## src/rtl/qwt_pkg.sv

```systemverilog
package qwt_pkg;

    // word buffer geometry
    localparam int WORD_DEPTH    = 32;
    localparam int AW            = $clog2(WORD_DEPTH);
    localparam int CNT_W         = $clog2(WORD_DEPTH + 1);
    localparam int CAPACITY_BITS = 12;

    // configuration port
    localparam int CFG_DW  = (CAPACITY_BITS > 8) ? CAPACITY_BITS : 8;
    localparam int LIMIT_W = 6;
    localparam int CMP_W   = (CNT_W > LIMIT_W) ? CNT_W : LIMIT_W;

    localparam logic [1:0] REG_SEPARATOR  = 2'd0;
    localparam logic [1:0] REG_WORD_LIMIT = 2'd1;
    localparam logic [1:0] REG_LINE_CAP   = 2'd2;

    localparam logic [7:0]               SEP_RESET = 8'd32;
    localparam logic [CAPACITY_BITS-1:0] CAP_RESET = CAPACITY_BITS'(255);

    // character codes
    localparam logic [7:0] QUOTE_DOUBLE = 8'd34;
    localparam logic [7:0] QUOTE_SINGLE = 8'd39;
    localparam logic [7:0] SPACE_CODE   = 8'd32;

    localparam logic MODE_CHAR  = 1'b0;
    localparam logic MODE_FLUSH = 1'b1;

    // buffer write from front to back
    typedef struct packed {
        logic          en;
        logic [AW:0]   addr;
        logic [7:0]    data;
    } wr_t;

    // one word to emit
    typedef struct packed {
        logic             bank;
        logic             start;
        logic [CNT_W-1:0] len;
    } cmd_t;

    // back is done with a buffer bank
    typedef struct packed {
        logic en;
        logic bank;
    } rel_t;

    function automatic logic is_space(input logic [7:0] c);
        return (c == SPACE_CODE) || (c >= 8'd9 && c <= 8'd13);
    endfunction

endpackage

```

## src/rtl/qwt_front.sv

```systemverilog
module qwt_front
(
    input  logic                             clk,
    input  logic                             rst_n,
    input  logic                             in_valid,
    output logic                             in_ready,
    input  logic                             mode,
    input  logic [7:0]                       char_in,
    input  logic                             cfg_valid,
    output logic                             cfg_ready,
    input  logic [1:0]                       cfg_index,
    input  logic [qwt_pkg::CFG_DW-1:0]       cfg_data,
    output qwt_pkg::wr_t                     wr,
    output logic                             cmd_valid,
    input  logic                             cmd_ready,
    output qwt_pkg::cmd_t                    cmd,
    input  qwt_pkg::rel_t                    rel
);

    logic [7:0]                         sep_reg;
    logic [qwt_pkg::LIMIT_W-1:0]        limit_reg;
    logic [qwt_pkg::CAPACITY_BITS-1:0]  cap_reg;

    logic [qwt_pkg::CAPACITY_BITS-1:0]  acc_reg, acc_next;
    logic [qwt_pkg::CNT_W-1:0]          cnt_reg, cnt_next;
    logic [qwt_pkg::CNT_W-1:0]          solid_reg, solid_next;
    logic                               inq_reg, inq_next;
    logic                               kind_reg, kind_next;
    logic [1:0]                         seg_reg, seg_next;
    logic                               skip_reg, skip_next;
    logic                               bank_reg, bank_next;
    logic [1:0]                         busy_reg, busy_next;
    logic [7:0]                         first_reg, first_next;
    logic [7:0]                         last_reg, last_next;

    logic                               accept;
    logic                               push;
    logic                               do_store;
    logic                               do_clear;
    logic                               strip;
    logic [qwt_pkg::CNT_W-1:0]          len_s;
    logic [qwt_pkg::CNT_W-1:0]          len_f;
    logic [7:0]                         open_q;

    assign cfg_ready = 1'b1;
    assign in_ready  = !busy_reg[bank_reg] && cmd_ready;
    assign accept    = in_valid && in_ready;
    assign open_q    = kind_reg ? qwt_pkg::QUOTE_SINGLE : qwt_pkg::QUOTE_DOUBLE;

    // strip enclosing quotes, then apply the word limit
    assign strip = (seg_reg == 2'd1) && (solid_reg >= qwt_pkg::CNT_W'(2))
                && (first_reg == qwt_pkg::QUOTE_DOUBLE || first_reg == qwt_pkg::QUOTE_SINGLE)
                && (last_reg == first_reg);
    assign len_s = strip ? solid_reg - qwt_pkg::CNT_W'(2) : solid_reg;
    assign len_f = (limit_reg != '0
                 && qwt_pkg::CMP_W'(len_s) > qwt_pkg::CMP_W'(limit_reg))
                 ? qwt_pkg::CNT_W'(limit_reg) : len_s;

    assign cmd.bank  = bank_reg;
    assign cmd.start = strip;
    assign cmd.len   = len_f;
    assign cmd_valid = push;

    always_comb
    begin
        acc_next   = acc_reg;
        cnt_next   = cnt_reg;
        solid_next = solid_reg;
        inq_next   = inq_reg;
        kind_next  = kind_reg;
        seg_next   = seg_reg;
        skip_next  = skip_reg;
        bank_next  = bank_reg;
        first_next = first_reg;
        last_next  = last_reg;
        push       = 1'b0;
        do_store   = 1'b0;
        do_clear   = 1'b0;
        wr         = '0;

        if (accept)
        begin
            if (mode == qwt_pkg::MODE_FLUSH)
            begin
                push     = !skip_reg;
                do_clear = 1'b1;
                acc_next = '0;
            end
            else if (acc_reg < cap_reg)
            begin
                acc_next = acc_reg + 1'b1;
                if (!(skip_reg && qwt_pkg::is_space(char_in)))
                begin
                    skip_next = 1'b0;
                    if (inq_reg)
                    begin
                        if (char_in == open_q)
                        begin
                            inq_next = 1'b0;
                        end
                        do_store = 1'b1;
                    end
                    else if (char_in == sep_reg)
                    begin
                        push     = 1'b1;
                        do_clear = 1'b1;
                    end
                    else
                    begin
                        if (char_in == qwt_pkg::QUOTE_DOUBLE
                            || char_in == qwt_pkg::QUOTE_SINGLE)
                        begin
                            inq_next  = 1'b1;
                            kind_next = (char_in == qwt_pkg::QUOTE_SINGLE);
                            if (seg_reg != 2'd2)
                            begin
                                seg_next = seg_reg + 2'd1;
                            end
                        end
                        do_store = 1'b1;
                    end
                end
            end
        end

        // characters past the buffer depth still steer quote tracking
        if (do_store && cnt_reg < qwt_pkg::CNT_W'(qwt_pkg::WORD_DEPTH))
        begin
            wr.en   = 1'b1;
            wr.addr = {bank_reg, cnt_reg[qwt_pkg::AW-1:0]};
            wr.data = char_in;
            cnt_next = cnt_reg + 1'b1;
            if (cnt_reg == '0)
            begin
                first_next = char_in;
            end
            if (!qwt_pkg::is_space(char_in))
            begin
                solid_next = cnt_reg + 1'b1;
                last_next  = char_in;
            end
        end

        if (do_clear)
        begin
            cnt_next   = '0;
            solid_next = '0;
            inq_next   = 1'b0;
            kind_next  = 1'b0;
            seg_next   = 2'd0;
            skip_next  = 1'b1;
        end

        if (push)
        begin
            bank_next = ~bank_reg;
        end
    end

    always_comb
    begin
        busy_next = busy_reg;
        if (rel.en)
        begin
            busy_next[rel.bank] = 1'b0;
        end
        if (push)
        begin
            busy_next[bank_reg] = 1'b1;
        end
    end

    always_ff @(posedge clk or negedge rst_n)
    begin
        if (!rst_n)
        begin
            sep_reg   <= qwt_pkg::SEP_RESET;
            limit_reg <= '0;
            cap_reg   <= qwt_pkg::CAP_RESET;
            acc_reg   <= '0;
            cnt_reg   <= '0;
            solid_reg <= '0;
            inq_reg   <= 1'b0;
            kind_reg  <= 1'b0;
            seg_reg   <= 2'd0;
            skip_reg  <= 1'b1;
            bank_reg  <= 1'b0;
            busy_reg  <= 2'b00;
        end
        else
        begin
            if (cfg_valid && cfg_ready)
            begin
                unique case (cfg_index)
                    qwt_pkg::REG_SEPARATOR:  sep_reg   <= cfg_data[7:0];
                    qwt_pkg::REG_WORD_LIMIT: limit_reg <= cfg_data[qwt_pkg::LIMIT_W-1:0];
                    qwt_pkg::REG_LINE_CAP:   cap_reg   <= cfg_data[qwt_pkg::CAPACITY_BITS-1:0];
                    default: ;
                endcase
            end
            acc_reg   <= acc_next;
            cnt_reg   <= cnt_next;
            solid_reg <= solid_next;
            inq_reg   <= inq_next;
            kind_reg  <= kind_next;
            seg_reg   <= seg_next;
            skip_reg  <= skip_next;
            bank_reg  <= bank_next;
            busy_reg  <= busy_next;
        end
    end

    always_ff @(posedge clk)
    begin
        first_reg <= first_next;
        last_reg  <= last_next;
    end

`ifndef SYNTHESIS
    a_push_free_bank: assert property (@(posedge clk) disable iff (!rst_n)
        push |-> !busy_reg[bank_reg])
        else $error("word pushed into a bank still being emitted");

    a_release_held: assert property (@(posedge clk) disable iff (!rst_n)
        rel.en |-> busy_reg[rel.bank])
        else $error("release of a bank that was not held");

    a_count_bound: assert property (@(posedge clk) disable iff (!rst_n)
        cnt_reg <= qwt_pkg::CNT_W'(qwt_pkg::WORD_DEPTH) && solid_reg <= cnt_reg)
        else $error("word count out of range");
`endif

endmodule

```

## src/rtl/qwt_queue.sv

```systemverilog
module qwt_queue
(
    input  logic           clk,
    input  logic           rst_n,
    input  logic           in_valid,
    output logic           in_ready,
    input  qwt_pkg::cmd_t  in_cmd,
    output logic           out_valid,
    input  logic           out_ready,
    output qwt_pkg::cmd_t  out_cmd
);

    qwt_pkg::cmd_t ent_reg [2];
    logic          wp_reg, wp_next;
    logic          rp_reg, rp_next;
    logic [1:0]    cnt_reg, cnt_next;
    logic          push;
    logic          pop;

    assign in_ready  = (cnt_reg != 2'd2);
    assign out_valid = (cnt_reg != 2'd0);
    assign out_cmd   = ent_reg[rp_reg];
    assign push      = in_valid && in_ready;
    assign pop       = out_valid && out_ready;

    always_comb
    begin
        wp_next  = push ? ~wp_reg : wp_reg;
        rp_next  = pop ? ~rp_reg : rp_reg;
        cnt_next = cnt_reg;
        if (push && !pop)
        begin
            cnt_next = cnt_reg + 2'd1;
        end
        else if (pop && !push)
        begin
            cnt_next = cnt_reg - 2'd1;
        end
    end

    always_ff @(posedge clk or negedge rst_n)
    begin
        if (!rst_n)
        begin
            wp_reg  <= 1'b0;
            rp_reg  <= 1'b0;
            cnt_reg <= 2'd0;
        end
        else
        begin
            wp_reg  <= wp_next;
            rp_reg  <= rp_next;
            cnt_reg <= cnt_next;
        end
    end

    always_ff @(posedge clk)
    begin
        if (push)
        begin
            ent_reg[wp_reg] <= in_cmd;
        end
    end

endmodule

```

## src/rtl/qwt_back.sv

```systemverilog
module qwt_back
(
    input  logic           clk,
    input  logic           rst_n,
    input  qwt_pkg::wr_t   wr,
    input  logic           cmd_valid,
    output logic           cmd_ready,
    input  qwt_pkg::cmd_t  cmd,
    output qwt_pkg::rel_t  rel,
    output logic           out_valid,
    input  logic           out_ready,
    output logic [7:0]     word_char,
    output logic           char_valid,
    output logic           word_end
);

    localparam logic [1:0] S_IDLE = 2'd0;
    localparam logic [1:0] S_RD   = 2'd1;
    localparam logic [1:0] S_OUT  = 2'd2;

    // two banks of the word buffer, one per word in flight
    logic [7:0] mem [2 * qwt_pkg::WORD_DEPTH];

    logic [1:0]                state_reg, state_next;
    logic                      bank_reg, bank_next;
    logic                      start_reg, start_next;
    logic [qwt_pkg::CNT_W-1:0] len_reg, len_next;
    logic [qwt_pkg::CNT_W-1:0] idx_reg, idx_next;
    logic                      empty_reg, empty_next;
    logic                      end_reg, end_next;
    logic [7:0]                rdata_reg;
    logic                      rd_en;
    logic [qwt_pkg::AW:0]      rd_addr;

    assign rd_addr = {bank_reg,
                      qwt_pkg::AW'(start_reg) + idx_reg[qwt_pkg::AW-1:0]};

    assign cmd_ready  = (state_reg == S_IDLE);
    assign out_valid  = (state_reg == S_OUT);
    assign word_char  = empty_reg ? 8'd0 : rdata_reg;
    assign char_valid = !empty_reg;
    assign word_end   = end_reg;

    always_comb
    begin
        state_next = state_reg;
        bank_next  = bank_reg;
        start_next = start_reg;
        len_next   = len_reg;
        idx_next   = idx_reg;
        empty_next = empty_reg;
        end_next   = end_reg;
        rd_en      = 1'b0;
        rel        = '0;

        unique case (state_reg)
            S_IDLE:
            begin
                if (cmd_valid)
                begin
                    bank_next  = cmd.bank;
                    start_next = cmd.start;
                    len_next   = cmd.len;
                    idx_next   = '0;
                    if (cmd.len == '0)
                    begin
                        empty_next = 1'b1;
                        end_next   = 1'b1;
                        state_next = S_OUT;
                    end
                    else
                    begin
                        state_next = S_RD;
                    end
                end
            end
            S_RD:
            begin
                rd_en      = 1'b1;
                empty_next = 1'b0;
                end_next   = ((idx_reg + 1'b1) == len_reg);
                state_next = S_OUT;
            end
            S_OUT:
            begin
                if (out_ready)
                begin
                    if (end_reg)
                    begin
                        rel.en     = 1'b1;
                        rel.bank   = bank_reg;
                        state_next = S_IDLE;
                    end
                    else
                    begin
                        idx_next   = idx_reg + 1'b1;
                        state_next = S_RD;
                    end
                end
            end
            default:
            begin
                state_next = S_IDLE;
            end
        endcase
    end

    always_ff @(posedge clk or negedge rst_n)
    begin
        if (!rst_n)
        begin
            state_reg <= S_IDLE;
            empty_reg <= 1'b0;
            end_reg   <= 1'b0;
        end
        else
        begin
            state_reg <= state_next;
            empty_reg <= empty_next;
            end_reg   <= end_next;
        end
    end

    always_ff @(posedge clk)
    begin
        bank_reg  <= bank_next;
        start_reg <= start_next;
        len_reg   <= len_next;
        idx_reg   <= idx_next;
    end

    always_ff @(posedge clk)
    begin
        if (wr.en)
        begin
            mem[wr.addr] <= wr.data;
        end
    end

    always_ff @(posedge clk)
    begin
        if (rd_en)
        begin
            rdata_reg <= mem[rd_addr];
        end
    end

`ifndef SYNTHESIS
    a_empty_single: assert property (@(posedge clk) disable iff (!rst_n)
        (state_reg == S_OUT && empty_reg) |-> end_reg)
        else $error("empty word not marked as word end");

    a_read_in_bank: assert property (@(posedge clk) disable iff (!rst_n)
        rd_en |-> (qwt_pkg::CNT_W'(start_reg) + idx_reg)
                  < qwt_pkg::CNT_W'(qwt_pkg::WORD_DEPTH))
        else $error("buffer read runs past the bank");
`endif

endmodule

```

## src/rtl/quoted_word_tokenizer.sv

```systemverilog
// channel   direction  handshake              word contents
// in        input      in_valid / in_ready    mode, char_in
// out       output     out_valid / out_ready  word_char, char_valid, word_end
// cfg       input      cfg_valid / cfg_ready  cfg_index, cfg_data
//
// the front takes one input character per cycle while its buffer bank is free and the word queue has room
// in the back each result character is read from the buffer, then held in the output register
// two buffer banks: input stalls once two words wait to be emitted
// reset is asynchronous active low; no clearing pass, buffer is written before read
// cfg_ready is always high; writes are meant for idle periods only
module quoted_word_tokenizer
(
    input  logic                        clk,
    input  logic                        rst_n,
    input  logic                        in_valid,
    output logic                        in_ready,
    input  logic                        mode,
    input  logic [7:0]                  char_in,
    output logic                        out_valid,
    input  logic                        out_ready,
    output logic [7:0]                  word_char,
    output logic                        char_valid,
    output logic                        word_end,
    input  logic                        cfg_valid,
    output logic                        cfg_ready,
    input  logic [1:0]                  cfg_index,
    input  logic [qwt_pkg::CFG_DW-1:0]  cfg_data
);

    // buffer writes, front to back
    qwt_pkg::wr_t  wr;

    // finished words, front to queue to back
    logic          fq_valid;
    logic          fq_ready;
    qwt_pkg::cmd_t fq_cmd;
    logic          qb_valid;
    logic          qb_ready;
    qwt_pkg::cmd_t qb_cmd;

    // bank handed back once its last result leaves
    qwt_pkg::rel_t rel;

    // splitting, line cap, quote tracking, trim, strip decision and word limit
    qwt_front u_front
    (
        .clk       (clk),
        .rst_n     (rst_n),
        .in_valid  (in_valid),
        .in_ready  (in_ready),
        .mode      (mode),
        .char_in   (char_in),
        .cfg_valid (cfg_valid),
        .cfg_ready (cfg_ready),
        .cfg_index (cfg_index),
        .cfg_data  (cfg_data),
        .wr        (wr),
        .cmd_valid (fq_valid),
        .cmd_ready (fq_ready),
        .cmd       (fq_cmd),
        .rel       (rel)
    );

    // short word queue so either side can stall alone
    qwt_queue u_queue
    (
        .clk       (clk),
        .rst_n     (rst_n),
        .in_valid  (fq_valid),
        .in_ready  (fq_ready),
        .in_cmd    (fq_cmd),
        .out_valid (qb_valid),
        .out_ready (qb_ready),
        .out_cmd   (qb_cmd)
    );

    // word buffer and result walker
    qwt_back u_back
    (
        .clk        (clk),
        .rst_n      (rst_n),
        .wr         (wr),
        .cmd_valid  (qb_valid),
        .cmd_ready  (qb_ready),
        .cmd        (qb_cmd),
        .rel        (rel),
        .out_valid  (out_valid),
        .out_ready  (out_ready),
        .word_char  (word_char),
        .char_valid (char_valid),
        .word_end   (word_end)
    );

endmodule
```

## config.mk

```make
export PLATFORM = sky130hd
export DESIGN_NAME = quoted_word_tokenizer
export DESIGN_NICKNAME = d
export VERILOG_FILES = /design/src/rtl/qwt_pkg.sv /design/src/rtl/qwt_front.sv /design/src/rtl/qwt_queue.sv /design/src/rtl/qwt_back.sv /design/src/rtl/quoted_word_tokenizer.sv
export SDC_FILE = /design/constraint.sdc
export NUM_CORES = 1
export LEC_CHECK = 0
export BUFFER_PORTS_ARGS = -buffer_cell sky130_fd_sc_hd__buf_2
export CAP_MARGIN = 40
export CORE_ASPECT_RATIO = 0.5
export CORE_MARGIN = 5
export CORE_UTILIZATION = 50
export DETAILED_ROUTE_END_ITERATION = 16
export GPL_ROUTABILITY_DRIVEN = 0
export PLACE_DENSITY = 0.68
export SYNTH_ARGS = -nofsm -noshare
export SYNTH_HDL_FRONTEND = slang
export SYNTH_SLANG_ARGS = --single-unit
```

## constraint.sdc

```tcl
create_clock -name clk -period 3.35 [get_ports clk]
set_clock_uncertainty 0.15 [all_clocks]
set_input_delay 0.1675 -clock clk [delete_from_list [all_inputs] [get_ports clk]]
set_output_delay 0.1675 -clock clk [all_outputs]
set_load 0.02 [all_outputs]
```

## Yosys cells after proc, flatten, opt, wreduce, memory -nomap -nowiden

Memories as Yosys holds them, arrays and structs flattened. A register that Yosys moved wholly into a read port is not among the register bits.
Index checks and enable logic that the tools add are counted.

| storage, ports and cells | value |
|---|---|
| register bits | 96 |
| RAM bits | 528 |
| input bits | 28 |
| output and inout bits | 13 |
| logic and storage cells | 216 |
| memories | 2 |

Memories:

| name | depth | width | rd ports | clocked after memory_dff | wr ports | RTL line | RTL |
|---|---|---|---|---|---|---|---|
| u_back.mem | 64 | 8 | 1 | 1 | 1 | qwt_back.sv:22 | `logic [7:0] mem [2 * qwt_pkg::WORD_DEPTH];` |
| u_queue.ent_reg | 2 | 8 | 1 | 0 | 1 | qwt_queue.sv:13 | `qwt_pkg::cmd_t ent_reg [2];` |

| cells by class | value |
|---|---|
| $add $sub $neg | 8 |
| $lt $le $gt $ge | 10 |
| equality and inequality tests | 25 |
| muxes and demuxes | 88 |
| bitwise operators | 7 |
| reduce and logical (&&, ||, !) cells | 52 |

Operator list:

| cell | number |
|---|---|
| 6-bit 2-to-1 mux | 10 |
| 1-bit 2-to-1 mux | 48 |
| 8-bit by 6-bit == test with 1-bit output (second input constant) | 5 |
| 2-bit 2-to-1 mux | 19 |
| 8-bit == test | 3 |
| 12-bit 2-to-1 mux | 2 |
| 2-bit nonzero test | 10 |
| 2-bit AND reduction | 9 |
| 1-bit logical AND | 15 |
| 15-bit 2-to-1 mux | 1 |
| 2-bit by 1-bit != test with 1-bit output (second input constant) | 7 |
| 12-bit by 1-bit adder with 12-bit output (second input constant) | 1 |
| 6-bit by 1-bit adder with 6-bit output (second input constant) | 2 |
| 6-bit zero test | 2 |
| 12-bit less-than comparator | 1 |
| 6-bit one-hot mux with 2 select lines | 1 |
| 8-bit by 4-bit greater-or-equal comparator with 1-bit output (second input constant) | 1 |
| 8-bit by 4-bit less-or-equal comparator with 1-bit output (second input constant) | 1 |
| 8-bit 2-to-1 mux | 1 |
| 2-bit != test (second input constant) | 4 |
| 4-bit AND reduction | 2 |
| 8-bit AND reduction | 1 |
| 7-bit AND reduction | 1 |
| 2-bit by 1-bit == test with 1-bit output (second input constant) | 3 |
| other kinds (24) | 40 |

## Depth between registers and ports, before layout

| depth | value |
|---|---|
| word-level depth | 13 |
| depth in mapped cells | 13 |
| depth with buffers taken out | 13 |

## Cells and area by module

Synthesis repeated with hierarchy kept, for this count alone.

| second synthesis, totals | value |
|---|---|
| cell total of the unflattened synthesis | 1450 |
| area total of the unflattened synthesis | 26175.1 µm² |

By module, submodules not included:

| module | times used | cells an instance | area each (µm²) | seq. area each (µm²) |
|---|---|---|---|---|
| qwt_back | 1 | 1034 | 21285.4 | 16135.5 |
| qwt_front | 1 | 373 | 4102.7 | 1944.4 |
| qwt_queue | 1 | 43 | 787.0 | 580.6 |

## Least setup slack after synthesis

No wires, ideal clock.

| path | value |
|---|---|
| kind | flip-flop to flip-flop |
| from | register u_front.first_reg[0] |
| to | memory u_queue.ent_reg[0][4] (netlist bit), data pin |
| library setup time | 0.262 ns |
| data arrival time | 3.207 ns |
| required time | 2.938 ns |
| path slack | -0.269 ns |
| cell stages (with the launch flop) | 11 |
| buffers on the path | 0 |
| clock period less this slack | 3.619 ns |
| cell sequence | edfxtp_1 > or4_1 > a221oi_2 > nand3_1 > xnor2_1 > ha_1 > nand4_1 > nor2_1 > a211oi_1 > a311oi_1 > mux2_2 |

RTL lines:

| element | RTL line | RTL |
|---|---|---|
| start, declared | qwt_front.sv:33 | `logic [7:0] first_reg, first_next;` |
| start signal, assigned | qwt_front.sv:215 | `first_reg <= first_next;` |
| end, declared | qwt_queue.sv:13 |  |

==> out/metrics.csv <==
stage,metric,value,unit
global_route,grt_usage,20.4,%
routing,wl_per_cell,25.2,um
layout,layout.nets,1613,
min_path,hp-class,in2async,
die,core,51700,um2
routing,viasPerCell,6.00,
global_route,grt_overflow,0,
cts,cts_max_level,2,
setup_path,end_kind,flop,
layout,instances_no_fill,2304,
setup_path,cp.arrival,3.70,ns
die,die-width,333,um
setup_path,timing.rr.start,u_front.last_reg[0],
synthesis,yosysUniqueCellTypes,69,
pwr,p_leak,10.4,nW
sta,worst_slew_pin_slew,0.760,ns
cts,cts.reportedPaths.clkPinSlew,0.07,ns
layout,largest_reg_flops,512,
die,floorplan.initialDensity,50.4,%
setup_path,startpoint,u_front.last_reg[0],
global_route,grt_pass1_vias,14200,
die,rows,59,
synthesis,synth_commonest_cells,"edfxtp_1, mux4_2, nor2_1",
routing,firstDrtPassIters,5,
placed_design,io_buffers,39,
sta,final.setup.worst_slack,-0.179,ns
setup_path,crit_required,3.52,ns
pwr,vdd_ir_drop_max,0.479,mV
setup_path,regToRegSetupSlack,-0.18,ns
routing,dr.first_iter.drc_count,1287,
setup_path,path_class,reg2reg,
synthesis,yosys_warnings,0,
run_status,violations,negative setup slack,
run,maxCapViolCount,0,
sta,max_freq,283,MHz
layout,syn_to_final_growth,16.3,%
synthesis,synth_seq_cells,632,
routing,drc,0,
setup_path,cp-start-kind,flop,
routing,antenna_left,0,
pwr,powerDensity,890,nW/um2
die,die_h,171,um
cts,cts_buffer_depth,3,
synthesis,yosysSeqAreaShare,71.6,%
cts,cts.sinks,632,
global_route,antenna_found_initial,1,
sta,max_slew_margin,49.3,%
synthesis,yosysTopAreaCell,edfxtp_1,
setup_path,critPathMaxFanout,6,
cts,cts_tree,done,
setup_path,crit_end,u_queue.ent_reg[1][5],
cts,clk-insertion-delay-late,0.58,ns
sta,setup-tns-final,-2.12,ns
synthesis,synth.avg_cell_area,18.9,um2
die,ios,41,
placed_design,dp_cells,2169,
cts,cts_made_buffers,55,
global_route,grt_pass1_wl,88600,um
sta,rsz0062_at_grt,true,
sta,hold_viol,0,
synthesis,syn-num-nets,1437,
sta,maxSlewViolCount,0,
layout,n_antenna_cell,0,
die,die_area,57100,um2
synthesis,synthesis.area,26100,um2
synthesis,netlist_instances,1382,
placed_design,post-dp-hpwl,37100,um
synthesis,async_reset_ff_share,10.4,%
sta,finalSetupViolCount,12,
global_route,grt_max_degree,65,
synthesis,synth_area_leaders,"edfxtp_1, mux4_2, dfrtp_1",
layout,drive_gt1_share,31.3,%
routing,dr_total_vias,13800,
setup_path,r2r_cells,11,
sta,post-route-period-util,105,%
sta,final.min_clock_period,3.53,ns
synthesis,ys.flop_type,edfxtp_1,
cts,cts_root_buffer,clkbuf_16,
synthesis,synth_most_common_cell,edfxtp_1,
setup_path,regToRegEndpoint,u_queue.ent_reg[1][5],
synthesis,synth_top_area_share,65.2,%
run_status,status,finished with violations,
routing,totalWireLength,58000,um
synthesis,synth-edff-count,566,
==> layout make-up <==
| cell class | count | area, um2 |
|---|---|---|
| Inverter | 36 | 135 |
| Fill cell | 3708 | 21400 |
| Multi-Input combinational cell | 647 | 7130 |
| Sequential cell | 632 | 18700 |
| Clock buffer | 63 | 1460 |
| Clock inverter | 39 | 500 |
| Timing Repair Buffer | 186 | 1580 |
| Tap cell | 701 | 877 |
==> what timing repair did <==
action / 4_1_cts / 5_1_grt
setup endpoints to repair: 12 / 65
hold buffers: 27 / 0
buffers inserted: 3 / 3
resized for setup: 8 / 12
pin swaps: 4 / 7
hold endpoints to repair: 83 / 0
==> layout by cell type (no fill, tap or decap), types with 7 or more instances in the layout <==
master	n
xor2_1	12
and3_2	8
and3_1	7
nor2_1	84
buf_4	101
nor2b_1	16
nand3_1	27
inv_1	35
edfxtp_1	566
nand2_1	36
a22oi_1	16
a21oi_1	22
mux4_2	160
buf_2	40
xnor2_1	20
dfstp_2	10
nor4_1	10
dlygate4sd3_1	27
nand4_1	16
clkbuf_16	57
o31ai_1	8
dfrtp_1	56
ha_1	25
or4_1	7
or3_1	7
bufinv_16	12
clkinv_1	11
clkinv_2	11
nor3_1	12
o21ai_0	14
buf_12	17
mux2_2	34
==> critical path: stages, from the launching register on <==
cell and delay, ns:
edfxtp_1 0.39, or4_4 0.56, a221oi_4 0.42, nand2_2 0.14
xnor2_2 0.24, ha_1 0.27, buf_4 0.14, a21o_1 0.18
a211oi_4 0.27, a311oi_4 0.05, buf_6 0.16, mux2_4 0.30
==> metal layers <==
layer / GRT usage [%] / vias to the layer above / share of wire [%]
met4: 3.61 / 0 / 1.6
li1: - / 5953 / -
met2: 33.7 / 557 / 49
met5: 0 / - / 0
met3: 3.64 / 72 / 7.4
met1: 29.5 / 7253 / 42
==> report_power, final <==
| part | switching [mW] | internal [mW] |
|---|---|---|
| combinational | 5.29 | 5.26 |
| clock | 2.79 | 4.05 |
| sequential | 0.407 | 9.19 |
==> stage by stage <==
stage	cell area [um2]	setup WS, ns	util [%]	hold WS [ns]	power [mW]
after floorplan	26100	0.00829	-	-0.278	16.6
after global placement	28000	-0.125	54.0	0.100	20.0
after detailed placement	28000	-0.169	54.1	0.127	20.2
after CTS	30300	-0.0879	58.5	0.0412	27.1
after global routing	30300	-0.236	58.6	0.0821	28.1
final	30300	-0.179	58.6	0.0580	27.0
==> cells by family after synthesis <==
logic type               after synthesis  synth area share, %
flip-flops                           632                 71.6
AND/OR/NAND/NOR                      272                 5.47
multiplexers                         202                 15.6
AO/OA/AOI/OAI                        109                 3.06
buffers and inverters                103                 1.78
XOR/XNOR                              36                 1.21
adder cells (fa/ha/maj)               27                 1.30
other                                  1               0.0144
==> worst min-delay path by stage <==
stage,from,to,cells past startpoint
floorplan,rst_n,u_back.empty_reg,0
global placement,rst_n,u_front.acc_reg[9],1
detailed placement,rst_n,u_front.acc_reg[7],1
CTS,rst_n,u_front.acc_reg[9],2
global route,cfg_index[1],u_front.limit_reg[0],3
finish,rst_n,u_front.acc_reg[4],2
Note: power is estimated with default switching activity, not from simulation.
